[src/rtl/spal_pkg.sv]
// Shared types and constants for the slot pool with active list.
// Used by the controller, the datapath and the top level.
package spal_pkg;

   localparam int SLOTS_DEFAULT = 64;
   localparam int CMD_W         = 2;
   localparam int SLOT_W        = 6;
   localparam int STATUS_W      = 2;

   localparam logic [CMD_W-1:0] CMD_ALLOC   = 2'd0;
   localparam logic [CMD_W-1:0] CMD_RELEASE = 2'd1;
   localparam logic [CMD_W-1:0] CMD_NEXT    = 2'd2;

   localparam logic [STATUS_W-1:0] ST_OK         = 2'd0;
   localparam logic [STATUS_W-1:0] ST_POOL_EMPTY = 2'd1;
   localparam logic [STATUS_W-1:0] ST_NOT_ACTIVE = 2'd2;
   localparam logic [STATUS_W-1:0] ST_END_OF_LIST = 2'd3;

   typedef struct packed {
      logic capture;
      logic execute;
   } ctl_type;

endpackage

[src/rtl/spal_ram.sv]
// Generic single-write, single-read RAM with registered read data.
// No dependencies.
module spal_ram #(
   parameter int WIDTH = 8,
   parameter int DEPTH = 64,
   localparam int AW = $clog2(DEPTH)
) (
   input  logic             clock,
   input  logic             we,
   input  logic [AW-1:0]    waddr,
   input  logic [WIDTH-1:0] wdata,
   input  logic             re,
   input  logic [AW-1:0]    raddr,
   output logic [WIDTH-1:0] rdata
);

   logic [WIDTH-1:0] mem [DEPTH];
   logic [WIDTH-1:0] rdata_ff;

   always_ff @(posedge clock) begin
      if (we) begin
         mem[waddr] <= wdata;
      end
      if (re) begin
         rdata_ff <= mem[raddr];
      end
   end

   assign rdata = rdata_ff;

endmodule

[src/rtl/spal_ctrl.sv]
// Controller: accept/execute sequencing and result valid flag.
// Depends on spal_pkg.
module spal_ctrl (
   input  logic             clock,
   input  logic             reset,
   input  logic             req_valid,
   output logic             req_ready,
   output logic             rsp_valid,
   input  logic             rsp_ready,
   output spal_pkg::ctl_type ctl
);
   import spal_pkg::*;

   typedef enum logic [1:0] {
      S_IDLE = 2'b01,
      S_EXEC = 2'b10
   } state_type;

   state_type state_ff, state_in;
   logic      rsp_valid_ff, rsp_valid_in;
   logic      out_free;

   assign out_free    = !rsp_valid_ff || rsp_ready;
   assign req_ready   = (state_ff == S_IDLE);
   assign ctl.capture = req_valid && req_ready;
   assign ctl.execute = (state_ff == S_EXEC) && out_free;

   always_comb begin
      state_in = state_ff;
      case (state_ff)
         S_IDLE: begin
            if (ctl.capture) state_in = S_EXEC;
         end
         S_EXEC: begin
            if (out_free) state_in = S_IDLE;
         end
         default: state_in = S_IDLE;
      endcase
   end

   assign rsp_valid_in = ctl.execute || (rsp_valid_ff && !rsp_ready);

   always_ff @(posedge clock) begin
      if (reset) begin
         state_ff     <= S_IDLE;
         rsp_valid_ff <= 1'b0;
      end else begin
         state_ff     <= state_in;
         rsp_valid_ff <= rsp_valid_in;
      end
   end

   assign rsp_valid = rsp_valid_ff;

endmodule

[src/rtl/spal_dpath.sv]
// Datapath: link memories, head/tail and free-list registers, result register.
// Depends on spal_pkg and spal_ram.
module spal_dpath #(
   parameter int SLOTS = spal_pkg::SLOTS_DEFAULT
) (
   input  logic                            clock,
   input  logic                            reset,
   input  spal_pkg::ctl_type               ctl,
   input  logic [spal_pkg::CMD_W-1:0]      req_command,
   input  logic [spal_pkg::SLOT_W-1:0]     req_slot,
   input  logic                            req_from_head,
   output logic [spal_pkg::STATUS_W-1:0]   rsp_status,
   output logic [spal_pkg::SLOT_W-1:0]     rsp_result_slot,
   output logic [spal_pkg::SLOT_W-1:0]     rsp_prev_slot,
   output logic                            rsp_prev_is_head
);
   import spal_pkg::*;

   localparam int PW  = $clog2(SLOTS + 1);
   localparam int AW  = $clog2(SLOTS);
   localparam int IU  = (SLOTS < (1 << SLOT_W)) ? SLOTS : (1 << SLOT_W);
   localparam int IUW = $clog2(IU);
   localparam logic [PW-1:0] HEAD = PW'(SLOTS);

   logic [CMD_W-1:0]  cmd_ff;
   logic [SLOT_W-1:0] slot_ff;
   logic              from_head_ff;
   logic [PW-1:0]     free_top_ff, free_top_in;
   logic [PW-1:0]     fresh_ff, fresh_in;
   logic [PW-1:0]     head_next_ff, head_next_in;
   logic [PW-1:0]     head_prev_ff, head_prev_in;
   logic [IU-1:0]     in_use_ff, in_use_in;

   logic [STATUS_W-1:0] status_in;
   logic [SLOT_W-1:0]   result_in, prev_in;
   logic                prev_head_in;

   logic          next_we, prev_we, free_we;
   logic [AW-1:0] next_waddr, prev_waddr, free_waddr;
   logic [PW-1:0] next_wdata, prev_wdata, free_wdata;
   logic [PW-1:0] next_rdata, prev_rdata, free_rdata;

   logic          s_active;
   logic [PW-1:0] s_pw, n_of_s, p_of_s, t, tail, cur_next;
   logic          alloc_ok, rel_ok;

   spal_ram #(.WIDTH(PW), .DEPTH(SLOTS)) u_next_mem (
      .clock (clock), .we (next_we), .waddr (next_waddr), .wdata (next_wdata),
      .re (ctl.capture), .raddr (AW'(req_slot)), .rdata (next_rdata)
   );

   spal_ram #(.WIDTH(PW), .DEPTH(SLOTS)) u_prev_mem (
      .clock (clock), .we (prev_we), .waddr (prev_waddr), .wdata (prev_wdata),
      .re (ctl.capture), .raddr (AW'(req_slot)), .rdata (prev_rdata)
   );

   spal_ram #(.WIDTH(PW), .DEPTH(SLOTS)) u_free_mem (
      .clock (clock), .we (free_we), .waddr (free_waddr), .wdata (free_wdata),
      .re (ctl.capture), .raddr (AW'(free_top_ff)), .rdata (free_rdata)
   );

   assign s_pw     = PW'(slot_ff);
   assign s_active = (32'(slot_ff) < SLOTS) && in_use_ff[slot_ff[IUW-1:0]];
   // the tail's forward link is implied: it always points at the head
   assign n_of_s   = (s_pw == head_prev_ff) ? HEAD : next_rdata;
   assign p_of_s   = prev_rdata;
   assign t        = free_top_ff;
   assign tail     = head_prev_ff;
   assign cur_next = from_head_ff ? head_next_ff : n_of_s;
   assign alloc_ok = ctl.execute && (cmd_ff == CMD_ALLOC) && (t != HEAD);
   assign rel_ok   = ctl.execute && (cmd_ff == CMD_RELEASE) && s_active;

   always_comb begin
      free_top_in  = free_top_ff;
      fresh_in     = fresh_ff;
      head_next_in = head_next_ff;
      head_prev_in = head_prev_ff;
      in_use_in    = in_use_ff;
      next_we      = 1'b0;
      prev_we      = 1'b0;
      free_we      = 1'b0;
      next_waddr   = AW'(tail);
      next_wdata   = t;
      prev_waddr   = AW'(t);
      prev_wdata   = tail;
      free_waddr   = AW'(s_pw);
      free_wdata   = free_top_ff;
      status_in    = ST_OK;
      result_in    = '0;
      prev_in      = '0;
      prev_head_in = 1'b0;

      case (cmd_ff)
         CMD_ALLOC: begin
            if (t == HEAD) begin
               status_in = ST_POOL_EMPTY;
            end else begin
               result_in = SLOT_W'(t);
               if (alloc_ok) begin
                  // untouched region of the free list links to the next index
                  if (t == fresh_ff) begin
                     free_top_in = t + PW'(1);
                     fresh_in    = fresh_ff + PW'(1);
                  end else begin
                     free_top_in = free_rdata;
                  end
                  prev_we = 1'b1;
                  if (tail == HEAD) head_next_in = t;
                  else next_we = 1'b1;
                  head_prev_in = t;
                  if (32'(t) < IU) in_use_in[IUW'(t)] = 1'b1;
               end
            end
         end
         CMD_RELEASE: begin
            if (!s_active) begin
               status_in = ST_NOT_ACTIVE;
            end else begin
               prev_head_in = (p_of_s == HEAD);
               prev_in      = (p_of_s == HEAD) ? '0 : SLOT_W'(p_of_s);
               if (rel_ok) begin
                  next_waddr = AW'(p_of_s);
                  next_wdata = n_of_s;
                  prev_waddr = AW'(n_of_s);
                  prev_wdata = p_of_s;
                  if (p_of_s == HEAD) head_next_in = n_of_s;
                  else next_we = 1'b1;
                  if (n_of_s == HEAD) head_prev_in = p_of_s;
                  else prev_we = 1'b1;
                  free_we     = 1'b1;
                  free_top_in = s_pw;
                  in_use_in[slot_ff[IUW-1:0]] = 1'b0;
               end
            end
         end
         CMD_NEXT: begin
            if (!from_head_ff && !s_active) begin
               status_in = ST_NOT_ACTIVE;
            end else if (cur_next == HEAD) begin
               status_in = ST_END_OF_LIST;
            end else begin
               result_in = SLOT_W'(cur_next);
            end
         end
         default: begin
            status_in = ST_OK;
         end
      endcase
   end

   always_ff @(posedge clock) begin
      if (reset) begin
         free_top_ff  <= '0;
         fresh_ff     <= '0;
         head_next_ff <= HEAD;
         head_prev_ff <= HEAD;
         in_use_ff    <= '0;
      end else if (ctl.execute) begin
         free_top_ff  <= free_top_in;
         fresh_ff     <= fresh_in;
         head_next_ff <= head_next_in;
         head_prev_ff <= head_prev_in;
         in_use_ff    <= in_use_in;
      end
   end

   always_ff @(posedge clock) begin
      if (ctl.capture) begin
         cmd_ff       <= req_command;
         slot_ff      <= req_slot;
         from_head_ff <= req_from_head;
      end
      if (ctl.execute) begin
         rsp_status       <= status_in;
         rsp_result_slot  <= result_in;
         rsp_prev_slot    <= prev_in;
         rsp_prev_is_head <= prev_head_in;
      end
   end

   a_empty_consistent: assert property (@(posedge clock) disable iff (reset)
      (head_next_ff == HEAD) == (head_prev_ff == HEAD))
      else $error("head and tail disagree on empty list");

   a_free_top_bound: assert property (@(posedge clock) disable iff (reset)
      (free_top_ff <= fresh_ff) || (free_top_ff == HEAD))
      else $error("free top beyond fresh region");

   a_fresh_bound: assert property (@(posedge clock) disable iff (reset)
      32'(fresh_ff) <= SLOTS)
      else $error("fresh count overflow");

   a_alloc_moves_tail: assert property (@(posedge clock) disable iff (reset)
      alloc_ok |=> (head_prev_ff == $past(t)))
      else $error("allocated slot not at tail");

endmodule

[src/rtl/slot_pool_with_active_list.sv]
// Top level of the slot pool with active list.
// Depends on spal_pkg, spal_ctrl, spal_dpath (which uses spal_ram).
//
// Commands arrive on the req_ channel (valid/ready); each gives exactly one
// result on the rsp_ channel. Allocate pops the free-list top and appends it
// at the active tail; release unlinks an active slot, pushes it on the free
// list and reports its predecessor; next returns the active slot after a
// cursor or after the head.
// The link RAMs are read at the accepting edge; the result register then
// loads in the execute step once it is free, and rsp_valid rises with it.
// A new command is accepted only from the idle step, so each command
// finishes the read-then-write pass over the single-port-write link RAMs
// before another is taken.
// A result waiting on rsp_ does not block acceptance of the next command;
// if the receiver still stalls when that command finishes, the block waits
// in its execute step until the result register frees.
// Reset (synchronous) empties the active list and restores the free list
// in index order from 0; no clearing pass over the RAMs is needed.
module slot_pool_with_active_list #(
   parameter int SLOTS = spal_pkg::SLOTS_DEFAULT
) (
   input  logic                          clock,
   input  logic                          reset,
   input  logic                          req_valid,
   output logic                          req_ready,
   input  logic [spal_pkg::CMD_W-1:0]    req_command,
   input  logic [spal_pkg::SLOT_W-1:0]   req_slot,
   input  logic                          req_from_head,
   output logic                          rsp_valid,
   input  logic                          rsp_ready,
   output logic [spal_pkg::STATUS_W-1:0] rsp_status,
   output logic [spal_pkg::SLOT_W-1:0]   rsp_result_slot,
   output logic [spal_pkg::SLOT_W-1:0]   rsp_prev_slot,
   output logic                          rsp_prev_is_head
);
   import spal_pkg::*;

   ctl_type ctl;

   spal_ctrl u_ctrl (
      .clock     (clock),
      .reset     (reset),
      .req_valid (req_valid),
      .req_ready (req_ready),
      .rsp_valid (rsp_valid),
      .rsp_ready (rsp_ready),
      .ctl       (ctl)
   );

   spal_dpath #(.SLOTS(SLOTS)) u_dpath (
      .clock            (clock),
      .reset            (reset),
      .ctl              (ctl),
      .req_command      (req_command),
      .req_slot         (req_slot),
      .req_from_head    (req_from_head),
      .rsp_status       (rsp_status),
      .rsp_result_slot  (rsp_result_slot),
      .rsp_prev_slot    (rsp_prev_slot),
      .rsp_prev_is_head (rsp_prev_is_head)
   );

endmodule

[config.mk]
export PLATFORM = sky130hd
export DESIGN_NAME = slot_pool_with_active_list
export DESIGN_NICKNAME = d
export VERILOG_FILES = /design/src/rtl/spal_pkg.sv /design/src/rtl/spal_ram.sv /design/src/rtl/spal_ctrl.sv /design/src/rtl/spal_dpath.sv /design/src/rtl/slot_pool_with_active_list.sv
export SDC_FILE = /design/constraint.sdc
export NUM_CORES = 2
export LEC_CHECK = 0
export BUFFER_PORTS_ARGS = -buffer_cell sky130_fd_sc_hd__buf_2
export CORE_AREA = 5 5 318 320
export DETAILED_ROUTE_END_ITERATION = 12
export DIE_AREA = 0 0 323 325
export PLACE_DENSITY = 0.78
export SETUP_SLACK_MARGIN = 0.3
export SLEW_MARGIN = 0
export SYNTH_ARGS = -nofsm -noshare
export SYNTH_HDL_FRONTEND = slang
export SYNTH_SLANG_ARGS = --single-unit
[constraint.sdc]
create_clock -name clock -period 6.4 [get_ports clock]
set_input_delay 0.32 -clock clock [delete_from_list [all_inputs] [get_ports clock]]
set_output_delay 0.32 -clock clock [all_outputs]
set_load 0.01 [all_outputs]
==> metrics.md <==
| Metric | Value |
|---|---|
| CTS tree | `yes` |
| Setup TNS | `0 ns` |
| Initial DRC Count | `roughly 5300` |
| Num Clock Sinks | `~1500` |
| Most frequent cells in the layout | `1389 x edfxtp_1, 299 x mux4_2, 202 x nor2_1` |
| Total track usage | `around 31%` |
| # Max-Cap Violations | `1` |
| CTS buffer count | `roughly 150` |
| Die W | `between 300 and 400 microns` |
| CORE AREA | `between 0.09 and 0.1 sq mm` |
| HP Class | `input pin to register` |
| Pin count of the biggest net entering global routing | `roughly 120` |
| Failing checks | `max-capacitance violations` |
| Post-CTS setup buffer count | `0` |
| Length in cells of the worst reg-to-reg path | `8` |
| Rows | `roughly 120` |
| Fin. Hold Viols | `0` |
| Syn Area/Cell | `roughly 18 sq um` |
| Worst rel slew slack | `less than 1%` |
| Post-synth EDFFs | `1389` |
| Max FO, Critical Path | `between 60 and 70` |
| First-pass DRT Iterations | `8` |
| Die Span Y | `approximately 330 microns` |
| Critical Setup Path Class | `register to register` |
| Layout net count | `about 3400` |
| Initial core utilization | `60.6%` |
| Worst skew pair latency | `just under 0.8 ns` |
| Leading area contributor after synthesis | `edfxtp_1` |
| Post-route ant nets | `0` |
| Gr ovfl total | `0` |
| Root Driver | `clkbuf_16` |
| Number of global-route vias before repair | `between 30000 and 40000` |
| Fillers | `5888` |
| Hpwl dp | `97200 microns` |
| Share of layout cells above drive strength 1 | `around 22%` |
| Fraction of registers with async set/reset | `0%` |
| Startpoint class of the critical path | `register` |
| Die area | `roughly 0.10 sq mm` |
| Via Count | `between 30000 and 40000` |
| WL final | `162000 microns` |
| Worst Skew | `roughly 0.047 ns` |
| Predominant post-synthesis flop cell | `edfxtp_1` |
| Top post-synthesis cells by area | `edfxtp_1 70%, mux4_2 11%, dfxtp_1 3.2%` |
| Synth Instances | `approximately 3300` |
| H-tree level count | `4` |
| Area share of the largest cell type after synthesis | `between 70% and 80%` |
| Post-Syn Nets | `around 3300` |
| VDD IR max | `~0.28 mV` |
| Post-layout min period | `just over 5 ns` |
| Worst-margin pin slew | `between 1 and 1.5 ns` |
| Global-route wire length before repair | `around 240000 microns` |
| Slew Viols, Final | `0` |
| Crit end category | `register` |
| Number of remaining DRC errors | `0` |
| Final hold slack | `between 0.05 and 0.06 ns` |
| Sequential share of the synthesized area | `~74%` |
| Via/cell ratio | `7.25` |
| Top Ports | `30` |
| Routability Congestion | `0.978` |
| DR WL/cell | `34.0 microns` |
| Fmax achieved | `roughly 0.19 GHz` |
| Worst Hold Depth | `1` |
| Syn-to-layout area delta | `12.0%` |
| Leakage power | `20.1 nW` |
| Final period utilization | `81.0%` |
| Netlist cell types | `91` |
| Number of synthesized register bits | `~1500` |
| Final setup vio count | `0` |
| Power Density | `between 300 and 400 mW/mm^2` |
| Initial antenna violation count | `10` |
| Critical Path AT | `5.59 ns` |
| Mapped Area | `0.0593 sq mm` |
| CP required | `between 6 and 7 ns` |
| Outcome | `finished with violations` |
| Reg clk slew, reported paths | `~0.060 ns` |
| Commonest non-fill, non-tap cell in the layout | `edfxtp_1` |
| IO Port Bufs | `29` |
| Maximum clock path buffer count | `3` |
| Ys Warns | `0` |
| RSZ-0062 raised after global routing | `false` |
synthesized netlist by cell type (6+ instances only):
library cell  number
a221o_1           10
nand2b_1          16
a221oi_1          54
nor4b_1           13
o31ai_1            8
nor2b_1           23
nor2_1           205
nand2_1          141
o32ai_1           26
nand4_1           22
o41ai_1           14
edfxtp_1        1389
clkbuf_1         135
a22o_1            33
nand3_1           39
a22oi_1           96
buf_1             41
xnor2_1            7
mux2_2            30
a21oi_1           66
and2_1            10
buf_2             28
xor2_1            17
and3_1            10
or3_1             15
a31oi_1           19
a211oi_1           8
nand4b_1           6
mux2i_1           64
nor4_1            33
inv_1             38
buf_4              8
o21ai_1            8
nand3b_1           9
or2_2              6
mux4_2           299
o22ai_1           36
dfxtp_1           95
o21ai_0           54
nor3_1            48
sequential cells by signal (all words and copies together) (netlist names), 2 cells and up:
signal	count
u_dpath.in_use_ff	64
u_dpath.u_next_mem.mem	448
u_dpath.rsp_result_slot	6
u_dpath.u_prev_mem.mem	448
u_dpath.u_free_mem.rdata	7
u_dpath.u_free_mem.mem	448
u_dpath.fresh_ff	7
u_dpath.head_prev_ff	7
u_dpath.cmd_ff	2
u_dpath.free_top_ff	7
u_dpath.rsp_prev_slot	6
u_dpath.free_waddr	6
u_ctrl.state_ff	2
u_dpath.head_next_ff	7
u_dpath.u_prev_mem.rdata	7
u_dpath.rsp_status	2
u_dpath.u_next_mem.rdata	7
stage by stage:
| stage | worst slack (ns) | power, mW | cell area [sq um] | std cells | utilization (%) |
|---|---|---|---|---|---|
| 6_report | 1.21 | 20.1 | 66400 | 4756 | 67.9 |
| 5_1_grt | 1.11 | 20.6 | 66400 | 4751 | 67.9 |
| 4_1_cts | 1.36 | 20.1 | 66400 | 4751 | 67.9 |
| 3_5_place_dp | 1.38 | 11.3 | 61300 | 4475 | 62.7 |
| 3_3_place_gp | 1.56 | 11.3 | 61300 | 4475 | 62.7 |
| 2_1_floorplan | 0.973 | 11.1 | 59300 | 3276 | - |
area by class of cell:
| type | instances | area [sq um] | area share, % |
|---|---|---|---|
| sequential | 1484 | 43600 | 65.7 |
| multi-input combinational | 1530 | 14900 | 22.5 |
| clock buffer | 196 | 4030 | 6.07 |
| tap | 1287 | 1610 | 2.42 |
| timing repair buffer | 136 | 1040 | 1.57 |
| clock inverter | 76 | 997 | 1.50 |
| inverter | 42 | 158 | 0.237 |
| antenna | 5 | 12.5 | 0.0188 |
path summary, 6_finish.rpt:
kind / start / to / slack [ns]
worst min register to register: u_dpath.in_use_ff[0]$_SDFFE_PP0P_ / u_dpath.in_use_ff[0]$_SDFFE_PP0P_ / 0.48
worst min-delay path: req_slot[5] / u_dpath.free_waddr[5]$_DFFE_PP_ / 0.06
worst max register to register: u_dpath.free_waddr[1]$_DFFE_PP_ / u_dpath.u_next_mem.mem[16][0]$_DFFE_PP_ / 1.21
worst max-delay path: u_dpath.free_waddr[1]$_DFFE_PP_ / u_dpath.u_next_mem.mem[16][0]$_DFFE_PP_ / 1.21
critical path, stage by stage, from the launching register on:
cell and delay (ns):
edfxtp_1 1.09, and2b_1 0.38, and3_1 0.23, a2111oi_2 0.45, o221ai_2 0.27, o31ai_4 0.54, buf_12 0.44, o2bb2a_1 0.92
nor2_1 0.42
cell families after synthesis:
kind of cell               after synthesis  synth area share, %
and+or+nand+nor                        616                 5.05
AOI/OAI and AO/OA                      489                 6.04
buffers and inverters                  262                 1.87
adders and majority gates                2               0.0422
muxes                                  399                 13.1
xor gates and xnor gates                24                0.354
DFF                                   1484                 73.5
metal layers:
| metal | wire, microns | up-vias | share of wire (%) | GRT usage [%] |
|---|---|---|---|---|
| li1 | - | 13600 | - | - |
| met1 | 56500 | 17500 | 35 | 41.5 |
| met2 | 78000 | 2849 | 48 | 48.2 |
| met3 | 18300 | 536 | 11 | 7.41 |
| met4 | 8630 | 14 | 5.3 | 14.0 |
| met5 | 96 | - | 0.059 | 0 |
report_power, final:
part,internal (mW),switching [mW]
logic,0.236,0.377
registers,10.5,0.0427
clock network,5.18,3.77
total,15.9,4.19
timing repair:
item,4_1_cts,5_1_grt
resized for setup,0,0
hold buffers,4,0
hold endpoints to repair,4,0
Power figures use the tool's default switching activity.
